==> src/hdl/gray_contrast_stretch_unit_defines.svh <==
// ----------------------------------------------------------------------------
// gray contrast stretch assertion macros
// shared concurrent check wrappers, empty for synthesis
// ----------------------------------------------------------------------------
`ifndef GRAY_CONTRAST_STRETCH_UNIT_DEFINES_SVH
`define GRAY_CONTRAST_STRETCH_UNIT_DEFINES_SVH

`ifndef SYNTHESIS
// property checked on every clock edge outside reset
`define GCS_ASSERT(lbl, clk, rstn, prop, msg) \
  lbl: assert property (@(posedge clk) disable iff (!rstn) (prop)) else $error(msg);
// condition that must hold in the cycle after the trigger
`define GCS_ASSERT_NEXT(lbl, clk, rstn, trig, cond, msg) \
  lbl: assert property (@(posedge clk) disable iff (!rstn) (trig) |=> (cond)) else $error(msg);
`else
`define GCS_ASSERT(lbl, clk, rstn, prop, msg)
`define GCS_ASSERT_NEXT(lbl, clk, rstn, trig, cond, msg)
`endif

`endif

==> src/hdl/gcs_pkg.sv <==
// ----------------------------------------------------------------------------
// gcs_pkg
// types and constants shared by the contrast stretch modules
// ----------------------------------------------------------------------------
package gcs_pkg;

  localparam int PIX_W       = 8;
  localparam int PIXEL_MAX   = 255;
  localparam int PMAX_W      = $clog2(PIXEL_MAX + 1);
  localparam int NUM_W       = PIX_W + PMAX_W;   // (pixel - darkest) * PIXEL_MAX
  localparam int HI_W        = NUM_W - PIX_W;    // dividend bits above the quotient
  localparam int QUO_W       = 8;
  localparam int CNT_W       = $clog2(QUO_W + 1);
  localparam int QUEUE_DEPTH = 2;
  localparam int QPTR_W      = (QUEUE_DEPTH > 1) ? $clog2(QUEUE_DEPTH) : 1;
  localparam int QCNT_W      = $clog2(QUEUE_DEPTH + 1);

  localparam logic [QUO_W-1:0] STRETCH_MAX =
      (PIXEL_MAX < 255) ? QUO_W'(PIXEL_MAX) : QUO_W'(255);

  localparam logic OP_MEASURE = 1'b0;
  localparam logic OP_MAP     = 1'b1;

  typedef struct packed {
    logic             operation;
    logic [PIX_W-1:0] pixel;
    logic             frame_start;
    logic             frame_last;
  } in_t;

  typedef struct packed {
    logic [QUO_W-1:0] stretched;
    logic             last_out;
  } out_t;

  // one division job handed from the front to the back
  typedef struct packed {
    logic [NUM_W-1:0] num;
    logic [PIX_W-1:0] span;
    logic             zero;
    logic             last;
  } job_t;

  typedef struct packed {
    logic not_empty;
    logic full;
  } q_stat_t;

endpackage

==> src/hdl/gcs_front.sv <==
// ----------------------------------------------------------------------------
// gcs_front
// takes input transactions, keeps the frame min/max, builds division jobs
// ----------------------------------------------------------------------------
module gcs_front import gcs_pkg::*; (
  input  logic    clk_i,
  input  logic    rst_ni,
  input  logic    in_valid_i,
  output logic    in_ready_o,
  input  in_t     in_data_i,
  input  q_stat_t q_stat_i,
  output logic    push_o,
  output job_t    job_o
);

  logic [PIX_W-1:0] darkest_q, darkest_d;
  logic [PIX_W-1:0] brightest_q, brightest_d;
  logic             accept;
  logic [PIX_W-1:0] diff;

  assign in_ready_o = !q_stat_i.full;
  assign accept     = in_valid_i && in_ready_o;

  always_comb begin
    darkest_d   = darkest_q;
    brightest_d = brightest_q;
    if (accept && in_data_i.operation == OP_MEASURE) begin
      if (in_data_i.frame_start) begin
        darkest_d   = in_data_i.pixel;
        brightest_d = in_data_i.pixel;
      end else begin
        if (in_data_i.pixel < darkest_q) darkest_d = in_data_i.pixel;
        if (in_data_i.pixel > brightest_q) brightest_d = in_data_i.pixel;
      end
    end
  end

  always_ff @(posedge clk_i or negedge rst_ni) begin
    if (!rst_ni) begin
      darkest_q   <= '1;
      brightest_q <= '0;
    end else begin
      darkest_q   <= darkest_d;
      brightest_q <= brightest_d;
    end
  end

  // map job uses the statistics as they stand when the pixel arrives
  assign diff       = in_data_i.pixel - darkest_q;
  assign push_o     = accept && in_data_i.operation == OP_MAP;
  assign job_o.num  = NUM_W'(diff) * NUM_W'(PIXEL_MAX);
  assign job_o.span = brightest_q - darkest_q;
  assign job_o.zero = (brightest_q <= darkest_q) || (in_data_i.pixel <= darkest_q);
  assign job_o.last = in_data_i.frame_last;

endmodule

==> src/hdl/gcs_queue.sv <==
// ----------------------------------------------------------------------------
// gcs_queue
// short job queue between the front and the divider
// ----------------------------------------------------------------------------
`include "gray_contrast_stretch_unit_defines.svh"

module gcs_queue import gcs_pkg::*; (
  input  logic    clk_i,
  input  logic    rst_ni,
  input  logic    push_i,
  input  job_t    job_i,
  input  logic    pop_i,
  output job_t    job_o,
  output q_stat_t stat_o
);

  job_t              entry_q [QUEUE_DEPTH];
  logic [QPTR_W-1:0] wr_ptr_q, wr_ptr_d;
  logic [QPTR_W-1:0] rd_ptr_q, rd_ptr_d;
  logic [QCNT_W-1:0] count_q, count_d;
  logic              do_push, do_pop;

  assign stat_o.not_empty = (count_q != '0);
  assign stat_o.full      = (count_q == QCNT_W'(QUEUE_DEPTH));
  assign do_push          = push_i && !stat_o.full;
  assign do_pop           = pop_i && stat_o.not_empty;
  assign job_o            = entry_q[rd_ptr_q];

  always_comb begin
    wr_ptr_d = wr_ptr_q;
    rd_ptr_d = rd_ptr_q;
    count_d  = count_q;
    if (do_push) begin
      wr_ptr_d = (wr_ptr_q == QPTR_W'(QUEUE_DEPTH - 1)) ? '0 : wr_ptr_q + 1'b1;
    end
    if (do_pop) begin
      rd_ptr_d = (rd_ptr_q == QPTR_W'(QUEUE_DEPTH - 1)) ? '0 : rd_ptr_q + 1'b1;
    end
    if (do_push && !do_pop) count_d = count_q + 1'b1;
    else if (!do_push && do_pop) count_d = count_q - 1'b1;
  end

  always_ff @(posedge clk_i or negedge rst_ni) begin
    if (!rst_ni) begin
      wr_ptr_q <= '0;
      rd_ptr_q <= '0;
      count_q  <= '0;
    end else begin
      wr_ptr_q <= wr_ptr_d;
      rd_ptr_q <= rd_ptr_d;
      count_q  <= count_d;
    end
  end

  always_ff @(posedge clk_i) begin
    if (do_push) entry_q[wr_ptr_q] <= job_i;
  end

  `GCS_ASSERT(a_no_overflow, clk_i, rst_ni, !(push_i && stat_o.full), "push into full queue")
  `GCS_ASSERT(a_no_underflow, clk_i, rst_ni, !(pop_i && !stat_o.not_empty), "pop from empty queue")

endmodule

==> src/hdl/gcs_back.sv <==
// ----------------------------------------------------------------------------
// gcs_back
// restoring divider, one quotient bit per cycle unless held; result register
// ----------------------------------------------------------------------------
`include "gray_contrast_stretch_unit_defines.svh"

module gcs_back import gcs_pkg::*; (
  input  logic    clk_i,
  input  logic    rst_ni,
  input  q_stat_t q_stat_i,
  input  job_t    job_i,
  output logic    pop_o,
  output logic    out_valid_o,
  input  logic    out_ready_i,
  output out_t    out_data_o
);

  localparam logic ST_IDLE = 1'b0;
  localparam logic ST_RUN  = 1'b1;
  localparam int   CMP_W   = HI_W + PIX_W;

  logic             state_q, state_d;
  logic [CNT_W-1:0] cnt_q, cnt_d;
  logic [PIX_W-1:0] rem_q, rem_d;
  logic [QUO_W-1:0] dvd_q, dvd_d;
  logic [QUO_W-1:0] quo_q, quo_d;
  logic [PIX_W-1:0] span_q;
  logic             zero_q, sat_q, last_q;
  out_t             out_q, out_d;
  logic             out_valid_q, out_valid_d;

  logic [HI_W-1:0]  num_hi;
  logic             sat_c;
  logic [PIX_W:0]   trial;
  logic             ge;
  logic             out_free;
  logic             advance;
  logic             res_we;
  logic [QUO_W-1:0] quo_fin;

  assign num_hi   = job_i.num[NUM_W-1:PIX_W];
  // quotient would need more than eight bits
  assign sat_c    = CMP_W'(num_hi) >= CMP_W'(job_i.span);
  assign trial    = {rem_q, dvd_q[QUO_W-1]};
  assign ge       = trial >= {1'b0, span_q};
  assign out_free = !out_valid_q || out_ready_i;
  // the last step waits until the result register can take it
  assign advance  = (state_q == ST_RUN) && ((cnt_q != CNT_W'(1)) || out_free);
  assign res_we   = advance && (cnt_q == CNT_W'(1));
  assign quo_fin  = {quo_q[QUO_W-2:0], ge};
  assign pop_o    = (state_q == ST_IDLE) && q_stat_i.not_empty;

  always_comb begin
    state_d     = state_q;
    cnt_d       = cnt_q;
    rem_d       = rem_q;
    dvd_d       = dvd_q;
    quo_d       = quo_q;
    out_d       = out_q;
    out_valid_d = out_valid_q;
    if (out_valid_q && out_ready_i) out_valid_d = 1'b0;
    case (state_q)
      ST_IDLE: begin
        if (q_stat_i.not_empty) begin
          state_d = ST_RUN;
          cnt_d   = CNT_W'(QUO_W);
          rem_d   = sat_c ? '0 : PIX_W'(num_hi);
          dvd_d   = job_i.num[PIX_W-1:0];
          quo_d   = '0;
        end
      end
      ST_RUN: begin
        if (advance) begin
          rem_d = ge ? PIX_W'(trial - {1'b0, span_q}) : trial[PIX_W-1:0];
          dvd_d = {dvd_q[QUO_W-2:0], 1'b0};
          quo_d = quo_fin;
          cnt_d = cnt_q - 1'b1;
          if (res_we) begin
            state_d        = ST_IDLE;
            out_valid_d    = 1'b1;
            out_d.last_out = last_q;
            if (zero_q) out_d.stretched = '0;
            else if (sat_q || quo_fin > STRETCH_MAX) out_d.stretched = STRETCH_MAX;
            else out_d.stretched = quo_fin;
          end
        end
      end
      default: state_d = ST_IDLE;
    endcase
  end

  always_ff @(posedge clk_i or negedge rst_ni) begin
    if (!rst_ni) begin
      state_q     <= ST_IDLE;
      cnt_q       <= '0;
      out_valid_q <= 1'b0;
    end else begin
      state_q     <= state_d;
      cnt_q       <= cnt_d;
      out_valid_q <= out_valid_d;
    end
  end

  always_ff @(posedge clk_i) begin
    rem_q <= rem_d;
    dvd_q <= dvd_d;
    quo_q <= quo_d;
    out_q <= out_d;
    if (pop_o) begin
      span_q <= job_i.span;
      zero_q <= job_i.zero;
      sat_q  <= sat_c;
      last_q <= job_i.last;
    end
  end

  assign out_valid_o = out_valid_q;
  assign out_data_o  = out_q;

  `GCS_ASSERT(a_run_cnt, clk_i, rst_ni, (state_q != ST_RUN) || (cnt_q != '0), "divider running with zero count")
  `GCS_ASSERT(a_no_clobber, clk_i, rst_ni, !res_we || out_free, "result overwrites pending output")
  `GCS_ASSERT_NEXT(a_pop_runs, clk_i, rst_ni, pop_o, (state_q == ST_RUN) && (cnt_q == CNT_W'(QUO_W)), "job popped but divider not started")

endmodule

==> src/hdl/gray_contrast_stretch_unit.sv <==
// map pixel: restoring divider takes a job from the queue only when idle, loads it,
//   then one quotient bit per cycle; the last bit waits for a free result register
// measure pixel: one per cycle while the queue is not full, no result; a two-entry
//   job queue lets measuring continue while the divider works
// reset (rst_ni, async low): darkest 255, brightest 0, queue and output empty
// ----------------------------------------------------------------------------
// gray_contrast_stretch_unit
// min/max contrast stretch of 8-bit gray levels, measure and map passes
// ----------------------------------------------------------------------------
module gray_contrast_stretch_unit import gcs_pkg::*; (
  input  logic clk_i,
  input  logic rst_ni,
  input  logic in_valid_i,
  output logic in_ready_o,
  input  in_t  in_data_i,
  output logic out_valid_o,
  input  logic out_ready_i,
  output out_t out_data_o
);

  q_stat_t q_stat;
  logic    push;
  logic    pop;
  job_t    job_in;
  job_t    job_out;

  gcs_front u_front (
    .clk_i      (clk_i),
    .rst_ni     (rst_ni),
    .in_valid_i (in_valid_i),
    .in_ready_o (in_ready_o),
    .in_data_i  (in_data_i),
    .q_stat_i   (q_stat),
    .push_o     (push),
    .job_o      (job_in)
  );

  gcs_queue u_queue (
    .clk_i  (clk_i),
    .rst_ni (rst_ni),
    .push_i (push),
    .job_i  (job_in),
    .pop_i  (pop),
    .job_o  (job_out),
    .stat_o (q_stat)
  );

  gcs_back u_back (
    .clk_i       (clk_i),
    .rst_ni      (rst_ni),
    .q_stat_i    (q_stat),
    .job_i       (job_out),
    .pop_o       (pop),
    .out_valid_o (out_valid_o),
    .out_ready_i (out_ready_i),
    .out_data_o  (out_data_o)
  );

endmodule

==> config.mk <==
export PLATFORM = sky130hd
export DESIGN_NAME = gray_contrast_stretch_unit
export DESIGN_NICKNAME = d
export VERILOG_FILES = /design/src/hdl/gcs_pkg.sv /design/src/hdl/gcs_front.sv /design/src/hdl/gcs_queue.sv /design/src/hdl/gcs_back.sv /design/src/hdl/gray_contrast_stretch_unit.sv
export VERILOG_INCLUDE_DIRS = /design/src /design/src/hdl
export SDC_FILE = /design/constraint.sdc
export NUM_CORES = 1
export LEC_CHECK = 0
export CAP_MARGIN = 20
export CELL_PAD_IN_SITES_DETAIL_PLACEMENT = 0
export CELL_PAD_IN_SITES_GLOBAL_PLACEMENT = 1
export CORE_MARGIN = 4
export CORE_UTILIZATION = 35
export CTS_CLUSTER_SIZE = 16
export DETAILED_ROUTE_END_ITERATION = 8
export DONT_BUFFER_PORTS = 1
export PLACE_DENSITY = 0.64
export SLEW_MARGIN = 20
export SYNTH_ARGS = -nofsm -noshare
export SYNTH_HDL_FRONTEND = slang
export SYNTH_SLANG_ARGS = --single-unit
export TNS_END_PERCENT = 50
==> constraint.sdc <==
create_clock -name clk_i -period 7.3 [get_ports clk_i]
set_clock_uncertainty 0.2 [all_clocks]
set_input_delay 1.46 -clock clk_i [delete_from_list [all_inputs] [get_ports clk_i]]
set_output_delay 1.46 -clock clk_i [all_outputs]
set_load 0.1 [all_outputs]
======== Word-level counts from Yosys, hierarchy flattened ========
Memories as Yosys holds them, arrays and structs flattened.
Cells that the tools add are included.
storage, ports and cells
  memories ................................ 1
  word-level logic and storage cells ...... 101
  register bits after elaboration ......... 69
  memory bits (writable) .................. 52
  output and inout bits ................... 11
memories
  name             depth  width  rd ports  clocked after Yosys merged registers in  wr ports  line             RTL
  u_queue.entry_q  2      26     1         0                                        1         gcs_queue.sv:17  job_t entry_q [QUEUE_DEPTH];
operators by class
  reduce and logical (&&, ||, !) cells .... 27
  $add $sub $neg .......................... 8
  eq/ne operators ......................... 5
  multiplexer cells ....................... 33
  bitwise logic cells ..................... 2
  $lt $le $gt $ge ......................... 7
  multiply operators ...................... 1
operators with widths
  operator                                            number
  two-way mux 8 bit                                   11
  one-hot mux 8 bit (2 select lines)                  2
  subtractor 8 bit                                    3
  <= comparator 8 bit                                 2
  multiplier 8 x 8 -> 16 bit (second input constant)  1
  two-way mux 7 bit                                   2
  one-hot mux 7 bit (2 select lines)                  1
  logical AND 1 bit                                   11
  two-way mux 1 bit                                   11
  greater-or-equal comparator 9 x 8 -> 1 bit          1
  greater-or-equal comparator 8 bit                   1
  > comparator 8 bit                                  1
  > comparator 8 bit (second input constant)          1
  less-than comparator 8 bit                          1
  two-way mux 4 bit                                   2
  one-hot mux 4 bit (2 select lines)                  1
  nonzero test 2 bit                                  4
  AND reduction 2 bit                                 3
  == test 4 x 1 -> 1 bit (second input constant)      1
  zero test 1 bit                                     4
  logical OR 1 bit                                    4
  two-way mux 2 bit                                   2
  != test 4 x 1 -> 1 bit (second input constant)      1
  subtractor 4 x 1 -> 4 bit (second input constant)   1
  9 further kinds                                     11

======== Logic depth before layout (Yosys ltp) ========
  word-level depth ........................ 9
  mapped depth ............................ 24
  depth with buffers taken out ............ 24

======== Hierarchy ========
From an unflattened synthesis, not the netlist that was laid out.
unflattened totals
  cells, all modules ...................... 682
  area, all modules ....................... 8054.0 µm²
by module, submodules not included
  module     cells an instance  area each (µm²)  instances
  gcs_front  367                3303.2           1
  gcs_back   215                2573.7           1
  gcs_queue  100                2177.1           1

======== Worst setup path after synthesis ========
OpenSTA, ideal clock, no wires.
  kind .................................... input port to flip-flop
  from .................................... in in_data_i[2] (netlist name)
  to ...................................... mem u_queue.entry_q[0][25] (netlist name), data pin
  slack ................................... 0.217 ns
  cell stages on the path ................. 22
  data required time ...................... 6.879 ns
  data arrival time ....................... 6.662 ns
  buffers on the path ..................... 0
  path through ............................ inv_1 > ha_1 > inv_1 > fa_1 > a21o_1 > a21oi_1 > o21bai_1 > a21oi_2 > xnor2_2 > xor2_1 > ha_1 > inv_1 > fa_1 > fa_1 > fa_1 > inv_1 > ha_1 > o21a_1 > o21ai_0 > a21oi_1 > or2_2 > o311ai_0
RTL lines
  element          line                              RTL
  start, declared  gray_contrast_stretch_unit.sv:15  input in_t in_data_i,
  end, declared    gcs_queue.sv:17

==> flow_summary_export.csv <==
group,metric,value,unit
clock_tree,cts_tree,"built",
critical_path,crit_chain,"inv_1 -> ha_1 -> inv_1 -> fa_1 -> a21o_1 -> a21oi_1 -> o21bai_1 -> a21oi_2 -> xnor2_2 -> xor2_1 -> ha_1 -> inv_1 -> fa_1 -> fa_1 -> fa_1 -> inv_1 -> ha_1 -> o21a_1 -> o21ai_0 -> a21oi_1 -> or2_2 -> o311ai_0",
final_layout,syn_to_final_growth,12.5,%
final_layout,regArea,3510,um2
placement,place.detailed.hpwl,11.0,mm
sta,report.final.slew_viol_count,0,
floorplanning,die_y,157,um
global_routing,antenna_found_initial,0,
critical_path,r2r_slack,1150,ps
critical_path,cp-start-kind,"primary input",
logic_synthesis,synth_seq_area_share,45.0,%
final_layout,drive_gt1_share,13.1,%
floorplanning,core-area,21900,um2
final_layout,nNetsFinal,824,
logic_synthesis,synth.distinct_cells,53,
sta,hold_viol_final,0,
sta,slew_headroom,27.7,%
sta,rsz0062_at_grt,"false",
global_routing,grt_max_degree,39,
clock_tree,cts_sinks,121,
sta,fin_tns_setup,0,ps
global_routing,track_usage,12.3,%
clock_tree,cts_buffer_depth,2,
critical_path,arrival,6690,ps
clock_tree,postCtsSetupRepairBufs,0,
routing,vias,4740,
clock_tree,clk_pin_slew,70,ps
sta,fin_crit,6720,ps
floorplanning,dieWidth,157,um
critical_path,criticalPathCategory,"primary input to register",
clock_tree,numCtsBuffers,17,
final_layout,antenna_cells,0,
logic_synthesis,yosysWarnings,0,
final_layout,multi_input_area,3860,um2
critical_path,cp-end-kind,"register",
floorplanning,die_area,24800,um2
status,status,"finished, final reports clean",
clock_tree,cts_resized,0,
hold_path,hold_end,"u_back.out_data_o[0]",
final_layout,fillers,2119,
run,drv_cap,0,
logic_synthesis,synth-async-reset-ratio,21.5,%
logic_synthesis,yosysTopAreaCell,"edfxtp_1",
floorplanning,initial_core_util,35.7,%
floorplanning,row_count,54,
logic_synthesis,synth_cells,687,
clock_tree,postCtsHoldBufs,0,
logic_synthesis,synth.top_cells.by_area,"edfxtp_1 37%, ha_1 13%, fa_1 5.9%",
floorplanning,io_pins,26,
logic_synthesis,synth-edff-count,95,
routing,routed_via_density,4.76,
critical_path,reg2reg_from,"u_front.darkest_q[0]",
routing,detail-route-antenna-nets,0,
global_routing,grt_pass1_vias,4946,
clock_tree,htree_num_levels,4,
critical_path,r2r_cells,21,
hold_path,hold_start,"u_back.last_q",
clock_tree,insertion_delay,420,ps
placement,port_buffers,0,
logic_synthesis,yosysMostFrequentCell,"inv_1",
routing,wl_per_cell,14.3,um
logic_synthesis,ys_seq_elements,121,
logic_synthesis,synthFlopType,"edfxtp_1",
critical_path,crit_path_max_incr_delay,560,ps
clock_tree,cts_root_buf,"clkbuf_16",
critical_path,critical-path-top-delay-family,"adder cells",
critical_path,crit_required,7270,ps
hold_path,whs_path_depth,0,
logic_synthesis,syn_area,7810,um2
placement,place_congestion,0.825,
routing,first_iter_violations,167,
sta,period_share,92.0,%
global_routing,grt_remaining_overflow,0,
logic_synthesis,synth_top_area_share,36.5,%
logic_synthesis,synthTopCellsByCount,"99 x inv_1, 95 x edfxtp_1, 84 x ha_1",
sta,max_freq,0.149,GHz
critical_path,worst-path-buf-inv,4,
logic_synthesis,synth_area_per_cell,11.4,um2
critical_path,crit_path_max_fanout,3,
routing,route.detailed.drc,0,
critical_path,rr_endpoint,"u_queue.entry_q[0][25]",
hold_path,hp-class,"register to register",
routing,drt_wl_total,14.2,mm
critical_path,crit_slowest_cell,"fa_1",
global_routing,grt_first_pass_wirelength,24.2,mm
sta,worst_pin_slew,1080,ps
logic_synthesis,synth_nets,809,
sta,setup_viol,0,
routing,dr.pass1.iters,4,
[final cells by class]
type | count | share of cell area [%]
Tap cell | 280 | 3.99
Clock buffer | 17 | 4.84
Timing Repair Buffer | 11 | 1.03
Inverter | 99 | 4.23
Sequential cell | 121 | 40.0
Clock inverter | 15 | 1.97
Multi-Input combinational cell | 452 | 43.9
[kinds of logic (layout without fill, tap and decap cells)]
family / after synthesis / in the layout / synth area share, %
xor gates and xnor gates: 47 / 47 / 5.47
buffers and inverters: 114 / 142 / 5.58
AOI/OAI and AO/OA: 102 / 102 / 8.53
adders and majority gates: 108 / 108 / 19.5
muxes: 46 / 46 / 6.32
and+or+nand+nor: 149 / 149 / 9.62
DFF: 121 / 121 / 45.0
[metal layers]
layer | vias to the layer above | wire, um | GRT usage (%)
met5 | - | 0 | 0
met4 | 0 | 222 | 4.26
met3 | 15 | 482 | 3.30
met2 | 66 | 6940 | 20.9
met1 | 2260 | 6600 | 15.0
li1 | 2399 | - | -
[worst max-delay path by stage]
stage	depth (start not counted)	end	slack (ps)	start
after global placement	22	u_queue.entry_q[0][25]	300	in_data_i[2]
after global routing	22	u_queue.entry_q[1][25]	270	in_data_i[2]
after floorplan	22	u_queue.entry_q[0][25]	220	in_data_i[2]
after detailed placement	22	u_queue.entry_q[1][25]	150	in_data_i[2]
final	22	u_queue.entry_q[0][25]	580	in_data_i[2]
after CTS	22	u_queue.entry_q[0][25]	570	in_data_i[2]
[state kept, by name, indices dropped and copies added, names as in the netlist, 2 cells and up]
| name | cells |
|---|---|
| u_queue.entry_q | 52 |
| u_back.out_data_o | 9 |
| u_back.dvd_q | 8 |
| u_back.rem_q | 8 |
| u_back.span_q | 8 |
| u_front.brightest_q | 8 |
| u_front.darkest_q | 8 |
| u_back.quo_q | 7 |
| u_back.cnt_q | 4 |
| u_queue.count_q | 2 |
[cell usage in the layout (no fill, tap or decap), drive strengths merged, types with 17 or more instances in the layout]
master / n
edfxtp: 95
clkbuf: 17
mux2: 26
a21oi: 26
dfrtp: 18
xnor2: 30
fa: 23
mux2i: 20
nand2: 29
nor2: 47
xor2: 17
ha: 84
inv: 108
o21ai: 30
[worst register-to-register path: stages (launching register included)]
cell and delay, ps:
dfstp_2 560, ha_1 210, inv_1 70, fa_1 410
a21o_1 200, a21oi_1 270, o21bai_1 120, a21oi_2 210
xnor2_2 90, xor2_1 150, ha_1 300, inv_1 70
fa_1 560, fa_1 440, fa_1 540, inv_1 40
ha_1 310, o21a_1 130, o21ai_0 200, a21oi_1 80
or2_2 320, o311ai_0 410
[per-stage QoR]
stage | hold slack, ps | utilization, % | cell area [um2] | instances | setup slack (ps)
after floorplan | 200 | - | 7810 | 687 | 217
after global placement | 255 | 37.3 | 8170 | 962 | 296
after detailed placement | 251 | 37.3 | 8170 | 962 | 148
after CTS | 267 | 40.1 | 8770 | 994 | 570
after global routing | 284 | 40.1 | 8780 | 995 | 265
final | 260 | 40.1 | 8780 | 995 | 581
Power is left out: the tool's default activity adds up to more than one toggle a clock period on the data nets, which glitch-free logic cannot reach.
